<file path="src/rtl/ppc_pkg.sv">
// Shared constants, types and helpers of the particle pair collision block.
// No dependencies.
`default_nettype none

package ppc_pkg;

    localparam int NORMAL_BITS = 28;
    localparam int ISQ_STAGES  = 32;   // one root bit per stage, 64-bit radicand
    localparam int DIV_STAGES  = 29;   // one quotient bit per stage, q <= 2^28
    localparam int SIDE_DEPTH  = ISQ_STAGES + DIV_STAGES;

    localparam int RADIUS_W = 31;
    localparam int BOUNCE_W = 17;
    localparam int CFG_W    = 31;

    localparam logic [RADIUS_W-1:0] RADIUS_RESET = 31'd6554;
    localparam logic [BOUNCE_W-1:0] BOUNCE_RESET = 17'd52429;
    localparam logic [17:0]         BOUNCE_ONE   = 18'd65536;

    localparam logic [0:0] REG_RADIUS = 1'b0;
    localparam logic [0:0] REG_BOUNCE = 1'b1;

    localparam logic [1:0] ST_NONE     = 2'd0;
    localparam logic [1:0] ST_IMPULSE  = 2'd1;
    localparam logic [1:0] ST_SEPARATE = 2'd2;
    localparam logic [1:0] ST_COINCIDE = 2'd3;

    typedef struct packed {
        logic [2:0][31:0] v1;
        logic [2:0][31:0] v2;
        logic [2:0][32:0] dv;
        logic [2:0][32:0] a;
        logic [2:0]       neg;
        logic             contact;
        logic             coinc;
    } side_t;

    typedef struct packed {
        logic [2:0][31:0] v1;
        logic [2:0][31:0] v2;
        logic [2:0][28:0] q;
        logic [2:0]       neg;
        logic             contact;
        logic             coinc;
        logic             closing;
    } post_t;

    function automatic logic [31:0] sat32(input logic signed [40:0] v);
        logic [31:0] r;
        if (v > 41'sd2147483647)
            r = 32'h7FFF_FFFF;
        else if (v < -41'sd2147483648)
            r = 32'h8000_0000;
        else
            r = v[31:0];
        return r;
    endfunction

endpackage

`default_nettype wire

</file>
<file path="src/rtl/ppc_isqrt.sv">
// Pipelined integer square root, floor(sqrt(x)) of a 64-bit value.
// One root bit per stage; depends on ppc_pkg.
`default_nettype none

module ppc_isqrt
    import ppc_pkg::*;
(
    input  wire logic        clk,
    input  wire logic        en,
    input  wire logic [63:0] x,
    output logic      [31:0] root
);

    logic [63:0] x_reg    [ISQ_STAGES];
    logic [33:0] rem_reg  [ISQ_STAGES];
    logic [31:0] root_reg [ISQ_STAGES];

    for (genvar k = 0; k < ISQ_STAGES; k++) begin : g_stage
        logic [63:0] x_in;
        logic [33:0] rem_in;
        logic [31:0] root_in;
        logic [34:0] rem_t;
        logic [34:0] trial;

        if (k == 0) begin : g_first
            assign x_in    = x;
            assign rem_in  = '0;
            assign root_in = '0;
        end else begin : g_next
            assign x_in    = x_reg[k-1];
            assign rem_in  = rem_reg[k-1];
            assign root_in = root_reg[k-1];
        end

        // bring down the next two radicand bits
        assign rem_t = {rem_in[32:0], x_in[63:62]};
        assign trial = {1'b0, root_in, 2'b01};

        always_ff @(posedge clk)
        begin
            if (en)
            begin
                x_reg[k] <= {x_in[61:0], 2'b00};
                if (rem_t >= trial)
                begin
                    rem_reg[k]  <= 34'(rem_t - trial);
                    root_reg[k] <= {root_in[30:0], 1'b1};
                end
                else
                begin
                    rem_reg[k]  <= rem_t[33:0];
                    root_reg[k] <= {root_in[30:0], 1'b0};
                end
            end
        end
    end

    assign root = root_reg[ISQ_STAGES-1];

endmodule

`default_nettype wire

</file>
<file path="config.mk">
export PLATFORM = sky130hd
export DESIGN_NAME = ppc_isqrt
export DESIGN_NICKNAME = d
export VERILOG_FILES = /design/src/rtl/ppc_pkg.sv /design/src/rtl/ppc_isqrt.sv
export SDC_FILE = /design/constraint.sdc
export NUM_CORES = 2
export LEC_CHECK = 0
export ABC_AREA = 0
export BUFFER_PORTS_ARGS = -buffer_cell sky130_fd_sc_hd__buf_4
export CORE_ASPECT_RATIO = 0.75
export CORE_UTILIZATION = 55
export CTS_BUF_LIST = sky130_fd_sc_hd__clkbuf_8
export CTS_CLUSTER_SIZE = 30
export DETAILED_ROUTE_END_ITERATION = 7
export PLACE_DENSITY_LB_ADDON = 0.08
export SLEW_MARGIN = 20
export SYNTH_ARGS = -nofsm -noshare
export SYNTH_HDL_FRONTEND = slang
export SYNTH_MEMORY_MAX_BITS = 65536
export SYNTH_SLANG_ARGS = --single-unit
</file>
<file path="constraint.sdc">
create_clock -name clk -period 5.7 [get_ports clk]
set_input_delay 1.14 -clock clk [delete_from_list [all_inputs] [get_ports clk]]
set_output_delay 1.14 -clock clk [all_outputs]
set_load 0.02 [all_outputs]
</file>
==> impl_metrics.py <==
metrics = {
    "outcome": {
        "status": "finished, violations left",
        "violations": "DRC",
    },
    "hold_path": {
        "hp-class": "primary input to register",
        "hp-start": "x[21]",
        "hold_end": "x_reg[0][21]$_DFFE_PP_",
        "min_path_cells": 1,
    },
    "timing": {
        "holdWs_ns": 0.302,
        "setup_viol": 0,
        "fin_skew_ns": 0.0636,
        "fmax_mhz": 225,
        "hold_viol_final": 0,
        "post-route-min-period_ns": 4.44,
        "tightest_slew_ns": 1.25,
        "setup_ws_ns": 1.26,
        "final.setup.tns_ns": 0,
        "slew_headroom_pct": 16.5,
        "slew_violations": 0,
        "timing.final.crit_share_pct": 77.9,
        "rsz0062_at_grt": "no",
    },
    "worst_setup_path": {
        "rr_startpoint": "root_reg[1][103]$_DFFE_PP_",
        "r2r_end": "rem_reg[1][162]$_DFFE_PP_",
        "endpoint_kind": "register",
        "regToRegSetupSlack_ns": 1.26,
        "critPathRequiredTime_ns": 6.48,
        "r2r_cells": 12,
        "startpoint_type": "register",
        "crit_type": "register to register",
        "cp_max_fo": 8,
        "cp.arrival_ns": 5.22,
    },
    "yosys": {
        "synth-async-reset-ratio_pct": 0,
        "synthTopCellsByCount": "2,493 x edfxtp_1, 715 x inv_1, 692 x nand2_1, 562 x ha_1, 561 x o21ai_0",
        "yosysTopAreaCell": "edfxtp_1",
        "yosysWarnings": 0,
        "synth_edf_count": 2493,
        "synth.most_common_cell": "edfxtp_1",
        "syn_area_um2": 116000,
        "syn_inst": 8998,
        "synth_top_area_share_pct": 64.4,
        "avgSynthCellArea_um2": 12.9,
        "yosysSeqAreaShare_pct": 64.5,
        "synthTopCellsByArea": "edfxtp_1 64%, ha_1 6.1%, xor2_1 3.2%",
        "syn_nets": 9626,
        "synthFlopType": "edfxtp_1",
        "synth-seq-cells": 2494,
        "synth_cell_type_count": 84,
    },
    "clock_tree": {
        "root_buffer": "clkbuf_8",
        "cts_buffer_depth": 4,
        "clk_latency_ns": 1.02,
        "cts_post_setup_buffers_inserted": 0,
        "h-tree-depth": 5,
        "cts_tree": "done",
        "cts_inserted_buffers": 383,
        "clkTransAtPathRegs_ns": 0.06,
        "hold_buffers": 0,
        "cts_resized": 0,
        "clkSinkCount": 2494,
    },
    "place": {
        "dp_hpwl_mm": 167,
        "gp_congestion": 0.921,
        "port-buffer-count": 97,
        "place_area_um2": 120000,
        "place_worst_setup_slack_ns": 1.33,
    },
    "global_routing": {
        "grt_start_max_net_pins": 207,
        "grt_pass1_wl_mm": 369,
        "antenna_found_initial": 9,
        "grt_usage_pct": 21.9,
        "grt_pass1_vias": 66900,
        "grt-ovfl-total": 0,
    },
    "cells_and_area": {
        "largest_reg_flops": 992,
        "fillers": 16500,
        "fin_nets": 9965,
        "drive_gt1_share_pct": 8.37,
        "design_area_um2": 127000,
        "area_growth_pct": 9.66,
    },
    "detailed_routing": {
        "num_vias": 69600,
        "drtIter0Drc": 5957,
        "routed_via_density": 5.60,
        "drc": 5,
        "drt_pre_antenna_iters": 8,
        "post_drt_wl_per_cell_um": 18.9,
        "drtAntennaViolNets": 0,
        "totalWireLength_mm": 235,
    },
    "power": {
        "peakVddDrop_v": 0.000257,
        "p_leak_nw": 49.1,
        "p_total_w": 0.0505,
        "power.density_nw_per_um2": 396,
    },
    "floorplan": {
        "die_h_um": 400,
        "coreArea_um2": 209000,
        "die_x_um": 533,
        "pin_count": 98,
        "start_util_pct": 55.6,
        "dieArea_um2": 213000,
        "rows": 145,
    },
    "flow_run": {
        "cap_violations": 0,
    },
}
## worst max path at each step
| stage | start | end | slack, ns | cells after the start |
|---|---|---|---|---|
| 2_1_floorplan | en | rem_reg[1][374]$_DFFE_PP_ | 1.40 | 5 |
| 3_3_place_gp | en | rem_reg[0][162]$_DFFE_PP_ | 1.38 | 11 |
| 3_5_place_dp | en | rem_reg[0][160]$_DFFE_PP_ | 1.33 | 10 |
| 4_1_cts | root_reg[1][103]$_DFFE_PP_ | rem_reg[1][162]$_DFFE_PP_ | 1.39 | 12 |
| 5_1_grt | root_reg[1][103]$_DFFE_PP_ | rem_reg[1][162]$_DFFE_PP_ | 1.09 | 12 |
| 6_report | root_reg[1][103]$_DFFE_PP_ | rem_reg[1][162]$_DFFE_PP_ | 1.26 | 12 |
## kinds of logic (layout without fill, tap and decap cells)
group / Yosys count / after routing / share of synthesized area (%)
flops: 2494 / 2494 / 64.5
simple gates: 2311 / 2311 / 9.93
other cells: 0 / 1 / 0
mux: 77 / 77 / 0.730
fa+ha+maj: 562 / 562 / 6.05
xor+xnor: 825 / 825 / 6.22
compound gates: 1807 / 1807 / 9.61
buf+inv: 922 / 1549 / 2.99
## where the power goes
part	total [W]	internal (W)	switching [W]
clock network	0.0139	0.00707	0.00684
logic	0.0115	0.00480	0.00675
registers	0.0250	0.0234	0.00162
total	0.0505	0.0352	0.0152
## stage by stage
step	cells	utilization, %
2_1_floorplan	8998	-
5_1_grt	12400	60.9
4_1_cts	12400	60.9
3_3_place_gp	11700	57.6
3_5_place_dp	11700	57.6
6_report	12400	60.9
## routing by layer
layer | wire length (um) | up-vias | GRT usage, %
met2 | 102000 | 1877 | 32.9
met3 | 14900 | 389 | 4.04
li1 | - | 33900 | -
met1 | 113000 | 33400 | 32.7
met4 | 5410 | 2 | 6.22
met5 | 8 | - | 0
## worst max-delay path, stage by stage, from the launching register on
cell	delay (ns)
edfxtp_1	0.44
inv_1	0.08
ha_1	0.38
and2_0	0.35
nand4_1	0.21
nor2_1	0.21
o211ai_1	0.16
o211ai_1	0.32
nand2_1	0.15
o21ai_1	0.94
nand3b_1	0.40
nor4_1	0.33
xor2_1	0.25
## area by class of cell
type | instances | area (um2) | share of cell area, %
sequential | 2494 | 74900 | 58.8
multi-input combinational | 5582 | 37900 | 29.8
clock buffer | 388 | 5340 | 4.19
tap | 2793 | 3490 | 2.74
inverter | 718 | 2700 | 2.12
clock inverter | 285 | 1660 | 1.30
timing repair buffer | 158 | 1360 | 1.06
antenna | 1 | 2.50 | 0.00196
## placed cells by master (no fill, tap or decap), types with 388 or more instances in the layout
cell and n:
a21oi_1 458, clkbuf_8 388, edfxtp_1 2493, ha_1 562, inv_1 829, nand2_1 692, nor2_1 448, o21ai_0 561
xnor2_1 405, xor2_1 420
Note: power is estimated with default switching activity, not from simulation.
